`src/sv/pvd_pkg.sv`:
```
// shared types, widths and the reversed varicode table for the varicode bit decoder
package pvd_pkg;

    // widths fixed by the item and result fields
    localparam int CHAR_W        = 7;
    localparam int CFG_W         = 16;
    localparam int COUNT_W       = 16;
    localparam int TABLE_ENTRIES = 128;
    localparam int ENTRY_W       = 10;

    // configuration register indexes
    typedef enum logic [0:0] {
        REG_START_GAP = 1'b0,
        REG_NO_LOCK   = 1'b1
    } cfg_index_t;

    // reversed varicode, lsb first, indexed by ascii code
    localparam logic [ENTRY_W-1:0] CODE_TABLE [TABLE_ENTRIES] = '{
        10'h355, 10'h36d, 10'h2dd, 10'h3bb, 10'h35d, 10'h3eb, 10'h3dd, 10'h2fd,
        10'h3fd, 10'h0f7, 10'h017, 10'h3db, 10'h2ed, 10'h01f, 10'h2bb, 10'h357,
        10'h3bd, 10'h2bd, 10'h2d7, 10'h3d7, 10'h36b, 10'h35b, 10'h2db, 10'h3ab,
        10'h37b, 10'h2fb, 10'h3b7, 10'h2ab, 10'h2eb, 10'h377, 10'h37d, 10'h3fb,
        10'h001, 10'h1ff, 10'h1f5, 10'h15f, 10'h1b7, 10'h2ad, 10'h375, 10'h1fd,
        10'h0df, 10'h0ef, 10'h1ed, 10'h1f7, 10'h057, 10'h02b, 10'h075, 10'h1eb,
        10'h0ed, 10'h0bd, 10'h0b7, 10'h0ff, 10'h1dd, 10'h1b5, 10'h1ad, 10'h16b,
        10'h1ab, 10'h1db, 10'h0af, 10'h17b, 10'h16f, 10'h055, 10'h1d7, 10'h3d5,
        10'h2f5, 10'h05f, 10'h0d7, 10'h0b5, 10'h0ad, 10'h077, 10'h0db, 10'h0bf,
        10'h155, 10'h07f, 10'h17f, 10'h17d, 10'h0eb, 10'h0dd, 10'h0bb, 10'h0d5,
        10'h0ab, 10'h177, 10'h0f5, 10'h07b, 10'h05b, 10'h1d5, 10'h15b, 10'h175,
        10'h15d, 10'h1bd, 10'h2d5, 10'h1df, 10'h1ef, 10'h1bf, 10'h3f5, 10'h16d,
        10'h3ed, 10'h00d, 10'h07d, 10'h03d, 10'h02d, 10'h003, 10'h02f, 10'h06d,
        10'h035, 10'h00b, 10'h1af, 10'h0fd, 10'h01b, 10'h037, 10'h00f, 10'h007,
        10'h03f, 10'h1fb, 10'h015, 10'h01d, 10'h005, 10'h03b, 10'h06f, 10'h06b,
        10'h0fb, 10'h05d, 10'h157, 10'h3b5, 10'h1bb, 10'h2b5, 10'h3ad, 10'h2b7
    };

endpackage

```
`src/sv/psk31_varicode_bit_decoder_unit.sv`:
```
// psk31 varicode bit decoder: phase reversal timing, bit collection and table match
//
// Usage:
//   Input channel (item_valid / item_stall) carries one detector decision per item:
//   phase_flag (toggles on each 180 degree reversal) and bit_tick (symbol time elapsed).
//   Output channel (result_valid / result_stall) returns exactly one result per item:
//   ascii_char, char_valid, code_invalid and lock_status.
//   Config port (cfg_we, cfg_index, cfg_data) writes start_gap_count (index 0) and
//   no_lock_limit (index 1); write only while no item is in flight.
// Pipeline: an accepted item passes the input register, then the result register, before
//   result_valid. Throughput: one item per cycle while result_stall is low; all decoding
//   for an item is combinational, by the gap timer compare and a parallel 128-entry table match.
// Reset: all control state is cleared, the registers return to 16 and 1024, the decoder
//   is idle and unlocked, and both pipeline registers are empty.
// Stall: a stalled result holds in the result register while the input register still
//   advances into it when it drains; item_stall rises only when both registers are full
//   and result_stall is high.
module psk31_varicode_bit_decoder_unit #(
    parameter int CODE_BITS = 16
) (
    input  logic                       clk,
    input  logic                       rst_n,
    // input item channel
    input  logic                       item_valid,
    output logic                       item_stall,
    input  logic                       phase_flag,
    input  logic                       bit_tick,
    // result channel
    output logic                       result_valid,
    input  logic                       result_stall,
    output logic [pvd_pkg::CHAR_W-1:0] ascii_char,
    output logic                       char_valid,
    output logic                       code_invalid,
    output logic                       lock_status,
    // configuration writes
    input  logic                       cfg_we,
    input  logic [0:0]                 cfg_index,
    input  logic [pvd_pkg::CFG_W-1:0]  cfg_data
);

    localparam int POS_W = $clog2(CODE_BITS + 1);
    localparam int IDX_W = $clog2(CODE_BITS);
    localparam int CW    = pvd_pkg::COUNT_W;

    // configuration registers
    logic [pvd_pkg::CFG_W-1:0] start_gap_reg;
    logic [pvd_pkg::CFG_W-1:0] no_lock_reg;

    // input register
    logic in_vld_reg;
    logic phase_reg;
    logic tick_reg;

    // decoder state
    logic                 frame_reg,  frame_next;
    logic                 prev_phase_reg;
    logic [CW-1:0]        gap_cnt_reg, gap_cnt_next;
    logic [CODE_BITS-1:0] acc_reg,    acc_next;
    logic [POS_W-1:0]     pos_reg,    pos_next;
    logic                 flip_reg,   flip_next;
    logic                 locked_reg, locked_next;

    // result register
    logic                       out_vld_reg;
    logic [pvd_pkg::CHAR_W-1:0] char_reg,   char_next;
    logic                       cvalid_reg, cvalid_next;
    logic                       bad_reg,    bad_next;

    logic advance;
    logic item_take;
    logic flip;
    logic gap;
    logic [CW-1:0] cnt_mid;
    logic found;
    logic [pvd_pkg::CHAR_W-1:0] found_idx;

    // handshake
    assign advance    = !out_vld_reg || !result_stall;
    assign item_stall = in_vld_reg && !advance;
    assign item_take  = item_valid && !item_stall;

    // parallel table match, lowest index wins
    always_comb
    begin
        found     = 1'b0;
        found_idx = '0;
        for (int i = pvd_pkg::TABLE_ENTRIES - 1; i >= 0; i--)
        begin
            if (acc_reg == CODE_BITS'(pvd_pkg::CODE_TABLE[i]))
            begin
                found     = 1'b1;
                found_idx = pvd_pkg::CHAR_W'(i);
            end
        end
    end

    // reversal timing and gap window
    assign flip    = phase_reg != prev_phase_reg;
    assign gap     = flip
                     && ({1'b0, gap_cnt_reg} + 17'd1 >= {1'b0, start_gap_reg})
                     && ({1'b0, gap_cnt_reg} <= {1'b0, start_gap_reg} + 17'd1);
    assign cnt_mid = flip ? '0 : gap_cnt_reg;

    // next state for the item in the input register
    always_comb
    begin
        frame_next  = frame_reg;
        acc_next    = acc_reg;
        pos_next    = pos_reg;
        flip_next   = flip_reg || flip;
        locked_next = locked_reg;
        char_next   = '0;
        cvalid_next = 1'b0;
        bad_next    = 1'b0;

        // lock time-out
        if (cnt_mid > no_lock_reg)
        begin
            gap_cnt_next = '0;
            locked_next  = 1'b0;
        end
        else
        begin
            gap_cnt_next = cnt_mid + 1'b1;
        end

        if (gap)
        begin
            // character gap: decode what was collected and restart
            if (acc_reg != '0)
            begin
                if (found)
                begin
                    char_next   = found_idx;
                    cvalid_next = 1'b1;
                    locked_next = 1'b1;
                end
                else
                begin
                    bad_next    = 1'b1;
                    locked_next = 1'b0;
                end
            end
            frame_next = 1'b1;
            flip_next  = 1'b0;
            acc_next   = '0;
            pos_next   = '0;
        end
        else if (frame_reg && tick_reg)
        begin
            // one symbol: 1 when no reversal, 0 when a reversal was seen
            if (!(flip_reg || flip))
            begin
                if (pos_reg < POS_W'(CODE_BITS))
                begin
                    acc_next[pos_reg[IDX_W-1:0]] = 1'b1;
                end
            end
            else
            begin
                flip_next = 1'b0;
            end
            if (pos_reg < POS_W'(CODE_BITS))
            begin
                pos_next = pos_reg + 1'b1;
            end
        end
    end

    // configuration registers
    always_ff @(posedge clk or negedge rst_n)
    begin
        if (!rst_n)
        begin
            start_gap_reg <= 16'd16;
            no_lock_reg   <= 16'd1024;
        end
        else if (cfg_we)
        begin
            unique case (pvd_pkg::cfg_index_t'(cfg_index))
                pvd_pkg::REG_START_GAP: start_gap_reg <= cfg_data;
                pvd_pkg::REG_NO_LOCK:   no_lock_reg   <= cfg_data;
                default:                ;
            endcase
        end
    end

    // input register
    always_ff @(posedge clk or negedge rst_n)
    begin
        if (!rst_n)
        begin
            in_vld_reg <= 1'b0;
        end
        else if (advance)
        begin
            in_vld_reg <= item_take;
        end
        else if (item_take)
        begin
            in_vld_reg <= 1'b1;
        end
    end

    always_ff @(posedge clk)
    begin
        if (item_take)
        begin
            phase_reg <= phase_flag;
            tick_reg  <= bit_tick;
        end
    end

    // decoder state, updated as an item moves into the result register
    always_ff @(posedge clk or negedge rst_n)
    begin
        if (!rst_n)
        begin
            frame_reg      <= 1'b0;
            prev_phase_reg <= 1'b0;
            gap_cnt_reg    <= '0;
            acc_reg        <= '0;
            pos_reg        <= '0;
            flip_reg       <= 1'b0;
            locked_reg     <= 1'b0;
            out_vld_reg    <= 1'b0;
        end
        else if (advance)
        begin
            out_vld_reg <= in_vld_reg;
            if (in_vld_reg)
            begin
                frame_reg      <= frame_next;
                prev_phase_reg <= phase_reg;
                gap_cnt_reg    <= gap_cnt_next;
                acc_reg        <= acc_next;
                pos_reg        <= pos_next;
                flip_reg       <= flip_next;
                locked_reg     <= locked_next;
            end
        end
    end

    // result payload
    always_ff @(posedge clk)
    begin
        if (advance && in_vld_reg)
        begin
            char_reg   <= char_next;
            cvalid_reg <= cvalid_next;
            bad_reg    <= bad_next;
        end
    end

    assign result_valid = out_vld_reg;
    assign ascii_char   = char_reg;
    assign char_valid   = cvalid_reg;
    assign code_invalid = bad_reg;
    assign lock_status  = locked_reg;

endmodule

```
`config.mk`:
```
export PLATFORM = sky130hd
export DESIGN_NAME = psk31_varicode_bit_decoder_unit
export DESIGN_NICKNAME = d
export VERILOG_FILES = /design/src/sv/pvd_pkg.sv /design/src/sv/psk31_varicode_bit_decoder_unit.sv
export SDC_FILE = /design/constraint.sdc
export NUM_CORES = 1
export LEC_CHECK = 0
export ABC_CLOCK_PERIOD_IN_PS = 4700
export BUFFER_PORTS_ARGS = -buffer_cell sky130_fd_sc_hd__buf_4
export CAP_MARGIN = 20
export CORE_ASPECT_RATIO = 1.1
export CORE_MARGIN = 4
export CORE_UTILIZATION = 45
export DETAILED_ROUTE_END_ITERATION = 6
export GPL_TIMING_DRIVEN = 0
export SYNTH_ARGS = -nofsm -noshare
export SYNTH_HDL_FRONTEND = slang
export SYNTH_SLANG_ARGS = --single-unit
```
`constraint.sdc`:
```
create_clock -name clk -period 4.7 [get_ports clk]
set_clock_uncertainty 0.15 [all_clocks]
set_input_delay 0.47 -clock clk [delete_from_list [all_inputs] [get_ports clk]]
set_output_delay 0.47 -clock clk [all_outputs]
set_load 0.01 [all_outputs]
```
==> flow_metrics.py, run 1 <==
metrics = {
    "yosys": {
        "syn_area_mm2": 0.007440,
        "synth-seq-cells": 86,
        "ys_types": 69,
        "yosys.area.top_type": "dfrtp_1",
        "syn_inst": 935,
        "synthTopCellsByArea": "dfrtp_1 (25%), ha_1 (9.2%), o21ai_0 (5.3%), nand2_1 (4.8%), nor2_1 (4.5%)",
        "synth-edff-count": 11,
        "async_reset_ff_share_pct": 87.21,
        "yosys_warnings": 0,
        "synth_nets": 1014,
        "synth.most_common_cell": "nand2_1",
        "netlist_top_cells_count": "nand2_1 (95), nor2_1 (90), o21ai_0 (79)",
        "ys_seq_area_share_pct": 29.70,
        "synth_ff_type": "dfrtp_1",
        "postSynthAreaPerCell_um2": 7.957,
        "netlist.area_leader.share_pct": 24.55,
    },
    "grt": {
        "grt-ovfl-total": 0,
        "grt_max_degree": 76,
        "grt_pass1_wl_mm": 43.06,
        "antenna_found_initial": 0,
        "grt_pass1_vias": 7421,
        "track_usage_pct": 30.39,
    },
    "floorplan": {
        "die_w_um": 130.6,
        "dieHeight_um": 142.9,
        "rows": 49,
        "dieArea_mm2": 0.01866,
        "core_mm2": 0.01631,
        "start_util_pct": 45.62,
        "ioPinCount": 36,
    },
    "detailed_routing": {
        "vias": 7721,
        "wire_per_inst_um": 23.21,
        "ant_nets": 0,
        "remaining_drc_errors": 0,
        "drt_wl_total_mm": 27.72,
        "drt-initial-drc-count": 1140,
        "drtPass1Iterations": 6,
        "vias_per_cell": 6.466,
    },
    "sta": {
        "fin_crit_sh_pct": 90.85,
        "slew_headroom_pct": 27.47,
        "setup_ws_ns": 0.4300,
        "fmaxAchievable_ghz": 0.2342,
        "slew_viol_final": 0,
        "finalSetupTns_ns": 0,
        "hold_violations": 0,
        "rsz0062_at_grt": "false",
        "setup_viol": 0,
        "worstMarginPinSlew_ns": 1.078,
        "worst_hold_slack_ns": 0.1092,
        "finalCriticalPeriod_ns": 4.270,
    },
    "cts": {
        "root_buffer": "clkbuf_16",
        "htree_levels": 3,
        "cts_hold_buf": 0,
        "cts_tree": "yes",
        "cts_buffer_depth": 2,
        "cts_setup_buffers": 0,
        "numCtsBuffers": 9,
        "cts_sinks": 86,
        "clk_pin_slew_worst_paths_ns": 0.07,
        "clk_latency_ns": 0.35,
    },
    "worst_setup_path": {
        "cp-end-kind": "register",
        "worst-path-max-fanout": 8,
        "critPathKind": "reg2reg",
        "path_cells": "clkbuf_1 > and2_1 > and4_1 > and3_1 > nand3_1 > nor2_1 > xor2_1 > ha_1 > nand2_1 > nor2_1 > o2111ai_1 > o21ai_0 > o221ai_2 > nor2_1 > o41ai_4 > a31oi_1",
        "critPathMaxStageDelay_ns": 0.41,
        "crit_slowest_cell": "nor2_1",
        "cp-start-kind": "register",
        "arrival_ns": 4.27,
        "cp_common_cell": "nor2_1",
        "cp.required_ns": 4.70,
    },
    "placed_design": {
        "gp_congestion": 1.052,
        "dp_hpwl_mm": 20.88,
        "pre_cts_ws_ns": 0.04630,
        "numPortBuffers": 35,
    },
    "power": {
        "ir_drop_mv": 0.2022,
        "power_density_mw_per_mm2": 250.5,
        "p_leak_nw": 3.450,
        "finalPower_mw": 2.083,
    },
    "run": {
        "drv_cap": 0,
    },
    "layout": {
        "multi_input_area_mm2": 0.004807,
        "num_antenna_cells": 0,
        "drive_gt1_share_pct": 11.11,
        "area_growth_pct": 11.81,
        "num-nets-final": 1064,
        "nFillCells": 1587,
        "fin_util_pct": 51.01,
        "seq_area_mm2": 0.002210,
    },
    "worst_hold_path": {
        "hold_path_class": "in2async",
    },
    "run_status": {
        "status": "completed",
    },
}
-- final cells by class --
cell class                 instances  area share [%]
sequential                        86           26.56
timing repair buffer              39           3.430
buffer                            59           3.174
tap                              204           3.069
multi-input combinational        743           57.79
clock inverter                     7           1.143
clock buffer                       9           2.708
inverter                          47           2.121
-- cells by family after synthesis --
group | share of synthesized area [%]
and+or+nand+nor | 27.36
xor gates and xnor gates | 4.356
muxes | 2.691
adders and majority gates | 9.250
DFF | 29.70
buffers and inverters | 5.920
AOI/OAI and AO/OA | 20.72
-- cell usage in the layout, fill, tap and decap left out, types with 6 or more instances in the layout --
| master | n |
|---|---|
| nand2b_1 | 7 |
| mux2_2 | 16 |
| dfrtp_1 | 73 |
| clkbuf_1 | 38 |
| nor4_1 | 15 |
| nand3_1 | 38 |
| ha_1 | 55 |
| nor2_1 | 90 |
| buf_4 | 40 |
| a31oi_1 | 11 |
| nand4b_1 | 8 |
| inv_1 | 47 |
| nor3_1 | 20 |
| nand2_1 | 95 |
| a22oi_1 | 6 |
| a21oi_1 | 59 |
| xor2_1 | 13 |
| a211oi_1 | 7 |
| or2_2 | 6 |
| and3_1 | 9 |
| and4_1 | 8 |
| xnor2_1 | 24 |
| nor2b_1 | 12 |
| edfxtp_1 | 11 |
| o22ai_1 | 11 |
| o32ai_1 | 7 |
| clkbuf_16 | 9 |
| and2_1 | 21 |
| buf_2 | 17 |
| o31ai_1 | 13 |
| nand4_1 | 24 |
| o21ai_0 | 79 |
| o211ai_1 | 7 |
-- routing by layer --
metal  vias up  GRT usage, %  part of all wire [%]
met3       138         4.452                   6.7
met5         -             0                     0
met1      3575         36.10                    37
met4         0         16.57                   6.5
met2       459         52.38                    49
li1       3549             -                     -
-- through the flow --
stage	instances	area, um2
3_3_place_gp	1174	7958
5_1_grt	1194	8318
2_1_floorplan	935	7440
6_report	1194	8318
3_5_place_dp	1175	7971
4_1_cts	1191	8292
-- worst paths after layout --
kind | startpoint | to | depth (start not counted) | slack, ns
min reg2reg | frame_reg | frame_reg | 1 | 0.32
min | rst_n | acc_reg[6] | 1 | 0.11
max reg2reg | gap_cnt_reg[2] | ascii_char[1] | 16 | 0.43
min in group clk | phase_flag | phase_reg | 1 | 0.14
max in group asynchronous | rst_n | start_gap_reg[14] | 1 | 3.66
max | gap_cnt_reg[2] | ascii_char[1] | 16 | 0.43
-- worst max-delay path, delay by kind of cell (launching register included) --
kind	cells	cell delay [ns]
AND/OR/NAND/NOR	8	1.72
buffers and inverters	1	0.29
XOR/XNOR	1	0.08
AO/OA/AOI/OAI	5	1.14
flip-flops	1	0.37
adder cells (fa/ha/maj)	1	0.33
-- report_power, final --
part / total, mW / leakage (nW) / switching (mW) / internal (mW)
clock: 0.784 / 0.158 / 0.316 / 0.468
sequential: 0.868 / 1.06 / 0.0517 / 0.817
combinational: 0.432 / 2.23 / 0.255 / 0.176
-- repair_timing --
action                     CTS  global route
hold endpoints to repair     0             0
gates resized for setup      0             2
setup endpoints to repair    0            11
Power figures use the tool's default switching activity.
==> run 2, diff against run 1 <==
--- a/config.mk
+++ b/config.mk
@@ -5,14 +5,18 @@
 export SDC_FILE = /design/constraint.sdc
 export NUM_CORES = 1
 export LEC_CHECK = 0
+export ABC_AREA = 1
 export ABC_CLOCK_PERIOD_IN_PS = 4700
 export BUFFER_PORTS_ARGS = -buffer_cell sky130_fd_sc_hd__buf_4
 export CAP_MARGIN = 20
+export CELL_PAD_IN_SITES_DETAIL_PLACEMENT = 0
+export CELL_PAD_IN_SITES_GLOBAL_PLACEMENT = 2
 export CORE_ASPECT_RATIO = 1.1
 export CORE_MARGIN = 4
-export CORE_UTILIZATION = 45
+export CORE_UTILIZATION = 35
 export DETAILED_ROUTE_END_ITERATION = 6
 export GPL_TIMING_DRIVEN = 0
+export PLACE_DENSITY_LB_ADDON = 0.1
 export SYNTH_ARGS = -nofsm -noshare
 export SYNTH_HDL_FRONTEND = slang
 export SYNTH_SLANG_ARGS = --single-unit
==> run 2 against run 1 <==
Routed wire length decreased by 14%. Clock-buffer cell count unchanged. Area after synthesis decreased by 3.3%. Sequential power increased by 18%. Design area increased by 1.5%. Die area increased by 23%. Critical path depth increased by 7. Setup slack got worse by 0.17 ns. Global-route usage decreased by 9.2 points. Via count decreased by 7.7%. Final cell count increased by 17%. Critical path type unchanged. Highest routed layer is now met5.
==> flow_metrics.py, run 2 <==
metrics = {
    "run_status": {
        "status": "completed",
    },
    "cts": {
        "cts_sinks": 86,
        "htree_levels": 3,
        "clk_latency_ns": 0.36,
        "cts_tree": "yes",
        "numCtsBuffers": 9,
        "root_buffer": "clkbuf_16",
        "clk_pin_slew_worst_paths_ns": 0.08,
        "cts_buffer_depth": 2,
    },
    "floorplan": {
        "die_w_um": 144.7,
        "start_util_pct": 35.99,
        "dieHeight_um": 158.4,
        "rows": 54,
        "core_mm2": 0.02000,
        "ioPinCount": 36,
        "dieArea_mm2": 0.02292,
    },
    "worst_setup_path": {
        "critPathKind": "reg2reg",
        "cp-start-kind": "register",
        "reg2reg_depth": 23,
        "reg2reg_slack_ns": 0.26,
        "cp.required_ns": 4.66,
        "cp-end-kind": "register",
        "worst-path-max-fanout": 10,
        "arrival_ns": 4.40,
    },
    "sta": {
        "rsz0062_at_grt": "true",
        "finalSetupTns_ns": 0,
        "hold_violations": 0,
        "worstMarginPinSlew_ns": 1.009,
        "setup_viol": 0,
        "finalCriticalPeriod_ns": 4.438,
        "slew_headroom_pct": 32.74,
        "fin_crit_sh_pct": 94.42,
        "slew_viol_final": 0,
        "fmaxAchievable_ghz": 0.2253,
    },
    "run": {
        "drv_cap": 0,
    },
    "power": {
        "p_switching_mw": 1.447,
        "pwr-share-comb_pct": 45.0,
        "seqPwrFrac_pct": 32.5,
        "swShare_pct": 46.15,
        "p_clk_share_pct": 22.5,
        "intPower_mw": 1.689,
        "power_density_mw_per_mm2": 371.2,
        "p_leak_nw": 4.047,
        "ir_drop_mv": 0.2015,
    },
    "grt": {
        "top_usage_layer": "met2",
        "grt_max_degree": 76,
        "track_usage_pct": 21.17,
        "gr-usage-met1_pct": 31.37,
        "grt-ovfl-total": 0,
        "antenna_found_initial": 1,
        "grt_use_met2_pct": 32.24,
        "grt_pass1_wl_mm": 37.92,
        "grt_pass1_vias": 7016,
        "use_met3_pct": 3.064,
    },
    "yosys": {
        "netlist_top_cells_count": "inv_1 (208), nor2_1 (194), nand2_1 (162)",
        "syn_inst": 1072,
        "synth-edff-count": 11,
        "synth.most_common_cell": "inv_1",
        "yosys_warnings": 0,
        "synth_nets": 1151,
        "synthTopCellsByArea": "dfrtp_1 (25%), inv_1 (11%), nor2_1 (10%), ha_1 (9.6%), nand2_1 (8.4%)",
        "syn_area_mm2": 0.007197,
        "synth-seq-cells": 86,
        "postSynthAreaPerCell_um2": 6.714,
        "ys_seq_area_share_pct": 30.70,
        "ys_types": 47,
        "netlist.area_leader.share_pct": 25.38,
        "async_reset_ff_share_pct": 87.21,
        "yosys.area.top_type": "dfrtp_1",
        "synth_ff_type": "dfrtp_1",
    },
    "layout": {
        "num_antenna_cells": 0,
        "drive_gt1_share_pct": 12.52,
        "fin_area_mm2": 0.008447,
        "layoutNonFillerInstCount": 1394,
        "num-nets-final": 1216,
        "fin_util_pct": 42.24,
        "area_growth_pct": 17.37,
        "nFillCells": 2212,
        "layout_common_cells": "inv_1 (204), nor2_1 (181), nand2_1 (157)",
        "layout_commonest_cell": "inv_1",
    },
    "detailed_routing": {
        "ant_nets": 0,
        "drt-initial-drc-count": 464,
        "remaining_drc_errors": 0,
        "drt_wl_total_mm": 23.73,
        "vias_per_cell": 5.115,
        "drtPass1Iterations": 5,
        "wire_per_inst_um": 17.02,
        "vias": 7130,
    },
    "worst_hold_path": {
        "hold_path_class": "in2reg",
        "holdPathStages": 1,
    },
    "placed_design": {
        "numPortBuffers": 35,
        "dp_cells": 1359,
        "postPlaceCellArea_mm2": 0.007775,
        "gp_congestion": 0.9283,
        "dp_hpwl_mm": 18.86,
    },
}
## run 2: cell types whose count changed in the layout (fill, tap and decap cells not counted), sizes merged, moves of 10 or more
cell / before / now
a21oi: 59 / 42
and2: 22 / 0
clkbuf: 49 / 21
inv: 49 / 218
mux2: 16 / 0
nand2: 95 / 167
nor2: 90 / 199
nor2b: 12 / 0
nor3: 22 / 32
o31ai: 13 / 0
xnor2: 24 / 5
xor2: 13 / 26
## run 2: cell families (layout without fill, tap and decap cells)
logic type,Yosys count,count (layout),synth area share [%]
flip-flops,86,86,30.70
XOR/XNOR,31,31,3.773
adder cells (fa/ha/maj),55,55,9.562
AND/OR/NAND/NOR,492,492,29.66
AO/OA/AOI/OAI,168,168,13.65
buffers and inverters,240,310,12.66
## run 2: worst paths after layout
| check | from | to |
|---|---|---|
| hold / removal | phase_flag | phase_reg |
| max in group asynchronous | rst_n | start_gap_reg[4] |
| setup / recovery | acc_reg[3] | ascii_char[1] |
| hold reg to reg | in_vld_reg | result_valid |
| setup reg to reg | acc_reg[3] | ascii_char[1] |
| min in group asynchronous | rst_n | no_lock_reg[11] |
## run 2: timing repair
action,CTS,global route
gates resized for setup,11,52
endpoints found under the hold margin,0,13
setup endpoints to repair,25,30
pin swaps,0,5
hold buffers,0,1
buffers inserted,0,17
## run 2: area by class of cell
| class | count | area [um2] | area share, % |
|---|---|---|---|
| plain buffers | 21 | 92.59 | 1.096 |
| inverters | 219 | 822.0 | 9.732 |
| clock inverters | 7 | 46.29 | 0.5481 |
| clock buffers | 9 | 225.2 | 2.666 |
| flip-flops and latches | 86 | 2211 | 26.17 |
| repair buffers | 54 | 427.9 | 5.066 |
| multi-input cells | 746 | 4307 | 50.99 |
| well taps | 252 | 315.3 | 3.733 |
## run 2: power by group through the flow
stage	registers (mW)	clock network [mW]	logic, mW
after floorplan	1.00	0	0.899
after global placement	1.03	0	1.32
after detailed placement	1.03	0	1.30
after CTS	1.01	0.712	1.32
after global routing	1.04	0.748	1.58
final	1.02	0.705	1.41
## run 2: stage by stage
step | worst slack [ns] | hold WS, ns | power [mW]
after floorplan | 0.6524 | 0.02441 | 1.901
after global placement | -0.7691 | 0.3010 | 2.342
after detailed placement | -0.6398 | 0.3099 | 2.329
after CTS | -0.02753 | 0.1392 | 3.043
after global routing | -0.2772 | 0.1346 | 3.370
final | 0.2621 | 0.1444 | 3.136
## run 2: worst max-delay path: stages (launching register included)
cell and delay [ns]:
dfrtp_1 0.43, nand2_1 0.10, nor2_1 0.10, inv_1 0.08, buf_2 0.24, nor2_1 0.12, o21ai_0 0.27, inv_1 0.11
nor4_1 0.25, nand2_1 0.09, nor4_1 0.26, nand4_1 0.17, nor3_1 0.20, o2111ai_1 0.15, nor2_1 0.12, nand4_1 0.09
nor4_1 0.20, nand2_1 0.11, nor4b_2 0.25, nand2_1 0.10, nor4_2 0.19, nand4_1 0.14, nor4_1 0.21, nor2_1 0.06
## run 2: layer usage
metal / up-vias / part of all wire (%)
met5: - / 0.055
met4: 2 / 1.9
met3: 38 / 3.8
met2: 155 / 44
met1: 3325 / 51
li1: 3610 / -
==> run 3, diff against run 2 <==
--- a/config.mk
+++ b/config.mk
@@ -7,16 +7,17 @@
 export LEC_CHECK = 0
 export ABC_AREA = 1
 export ABC_CLOCK_PERIOD_IN_PS = 4700
-export BUFFER_PORTS_ARGS = -buffer_cell sky130_fd_sc_hd__buf_4
 export CAP_MARGIN = 20
 export CELL_PAD_IN_SITES_DETAIL_PLACEMENT = 0
 export CELL_PAD_IN_SITES_GLOBAL_PLACEMENT = 2
 export CORE_ASPECT_RATIO = 1.1
 export CORE_MARGIN = 4
-export CORE_UTILIZATION = 35
+export CORE_UTILIZATION = 37
 export DETAILED_ROUTE_END_ITERATION = 6
+export DONT_BUFFER_PORTS = 1
 export GPL_TIMING_DRIVEN = 0
 export PLACE_DENSITY_LB_ADDON = 0.1
+export SKIP_LAST_GASP = 1
 export SYNTH_ARGS = -nofsm -noshare
 export SYNTH_HDL_FRONTEND = slang
 export SYNTH_SLANG_ARGS = --single-unit
==> constraint.sdc (replaced) <==
create_clock -name clk -period 4.7 [get_ports clk]
set_clock_uncertainty 0.15 [all_clocks]
set_input_delay 0.47 -clock clk [delete_from_list [all_inputs] [get_ports clk]]
set_output_delay 0.47 -clock clk [all_outputs]
set_load 0.1 [all_outputs]
==> run 3 against run 2 <==
Clock power is 11% higher. Combinational power is 9% higher. Worst hold slack got worse by 0.073 ns. Design area shrank 1.8%. Global-route usage up 0.76 points. Highest routed layer is now met4. Largest cell class unchanged. Largest power group unchanged. Non-clock buffer count decreased by 32. Sequential power up 8%. Sequential cell count unchanged. Maximum frequency down 2.9%.
==> flow_metrics.py, run 3 (synthesis results as in run 2) <==
metrics = {
    "power": {
        "p_leak_nw": 3.926,
        "p_clk_share_pct": 22.9,
        "power_density_mw_per_mm2": 411.7,
        "seqPwrFrac_pct": 32.3,
        "swShare_pct": 45.69,
        "intPower_mw": 1.855,
        "ir_drop_mv": 0.1725,
        "pwr-share-comb_pct": 44.8,
        "p_switching_mw": 1.561,
    },
    "placed_design": {
        "dp_cells": 1321,
        "numPortBuffers": 0,
        "postPlaceCellArea_mm2": 0.007540,
        "dp_hpwl_mm": 18.53,
        "gp_congestion": 0.9142,
    },
    "layout": {
        "num_antenna_cells": 0,
        "layout_commonest_cell": "inv_1",
        "num-nets-final": 1184,
        "seq_area_mm2": 0.002211,
        "layout_common_cells": "inv_1 (205), nor2_1 (181), nand2_1 (157)",
        "layoutNonFillerInstCount": 1357,
        "multi_input_area_mm2": 0.004318,
        "drive_gt1_share_pct": 10.00,
        "fin_area_mm2": 0.008295,
        "nFillCells": 2092,
        "area_growth_pct": 15.26,
    },
    "sta": {
        "fmaxAchievable_ghz": 0.2187,
        "fin_crit_sh_pct": 97.28,
        "slew_headroom_pct": 30.78,
        "setup_viol": 0,
        "slew_viol_final": 0,
        "finalSetupTns_ns": 0,
        "hold_violations": 0,
        "worstMarginPinSlew_ns": 1.038,
        "worst_hold_slack_ns": 0.07136,
        "finalCriticalPeriod_ns": 4.572,
        "rsz0062_at_grt": "true",
    },
    "floorplan": {
        "die_w_um": 141.0,
        "dieArea_mm2": 0.02175,
        "core_mm2": 0.01910,
        "dieHeight_um": 154.3,
        "ioPinCount": 36,
        "rows": 53,
        "start_util_pct": 37.68,
    },
    "detailed_routing": {
        "vias": 7038,
        "drtPass1Iterations": 6,
        "vias_per_cell": 5.186,
        "wire_per_inst_um": 17.37,
        "ant_nets": 0,
        "drt_wl_total_mm": 23.58,
        "remaining_drc_errors": 0,
        "drt-initial-drc-count": 485,
    },
    "cts": {
        "htree_levels": 3,
        "root_buffer": "clkbuf_16",
        "cts_sinks": 86,
        "clk_latency_ns": 0.35,
        "cts_buffer_depth": 2,
        "numCtsBuffers": 9,
        "clk_pin_slew_worst_paths_ns": 0.07,
        "cts_tree": "yes",
    },
    "worst_setup_path": {
        "cp-start-kind": "register",
        "timing.rr.start": "acc_reg[4]",
        "cp.required_ns": 4.66,
        "critPathMaxStageDelay_ns": 0.46,
        "cp-end-kind": "register",
        "worst-path-max-fanout": 6,
        "critPathKind": "reg2reg",
        "crit_slowest_cell": "dfrtp_2",
        "crit_start": "acc_reg[4]",
        "cp_common_cell": "nor2_1",
        "arrival_ns": 4.54,
    },
    "grt": {
        "antenna_found_initial": 0,
        "grt_max_degree": 76,
        "grt_pass1_wl_mm": 37.77,
        "grt-ovfl-total": 0,
        "track_usage_pct": 21.93,
        "grt_pass1_vias": 6998,
    },
    "run_status": {
        "status": "completed",
    },
    "worst_hold_path": {
        "hold_path_class": "in2reg",
        "min-delay-start": "phase_flag",
    },
    "run": {
        "drv_cap": 0,
    },
}
-- run 3: cell types whose count changed in the layout (fill, tap and decap cells not counted), sizes merged --
cell / change
clkinv: -4
buf: -33
bufinv: +1
clkbuf: +4
-- run 3: stage by stage --
stage,power (mW),util [%],setup slack [ns]
global route,3.648,43.44,-0.3720
global placement,2.388,39.30,-0.6620
floorplan,1.981,-,0.6524
detailed placement,2.378,39.48,-0.6150
CTS,3.199,41.54,-0.04827
finish,3.415,43.44,0.1278
-- run 3: final cells by class --
class                      count  area share, %
inverter                     219          9.909
clock inverter                 4         0.6335
clock buffer                  12          3.092
multi-input combinational    746          52.05
tap                          247          3.725
sequential                    86          26.65
buffer                        21          1.176
timing repair buffer          22          2.760
-- run 3: power by group through the flow --
stage	clock, mW	sequential [mW]	combinational [mW]
after floorplan	0	1.08	0.905
after global placement	0	1.11	1.28
after detailed placement	0	1.11	1.27
after CTS	0.800	1.10	1.30
after global routing	0.826	1.12	1.70
final	0.784	1.10	1.53
-- run 3: critical path: cells and delay by family, from the launching register on --
kind / cells / cell delay, ns
buffers and inverters: 1 / 0.05
flip-flops: 1 / 0.46
AND/OR/NAND/NOR: 37 / 3.68
-- run 3: worst paths after layout --
check / to / cells after the start / slack [ns]
setup / recovery: ascii_char[0] / 38 / 0.13
hold / removal: phase_reg / 0 / 0.07
setup reg to reg: ascii_char[0] / 38 / 0.13
hold reg to reg: frame_reg / 1 / 0.32
max in group asynchronous: start_gap_reg[4] / 2 / 3.43
min in group asynchronous: gap_cnt_reg[11] / 2 / 0.59
-- run 3: metal layers --
layer	track usage (%)	vias up	routed length [um]
met5	0	-	0
met2	33.83	161	10340
met3	3.247	36	932
li1	-	3551	-
met4	6.138	0	485
met1	31.94	3290	11820
-- run 3: repair_timing --
action                     in CTS  in global routing
buffers inserted                0                 18
resized for setup              12                 53
pin swaps                       0                  7
hold buffers                    2                  0
setup endpoints to repair      25                 32
hold endpoints to repair       75                  0
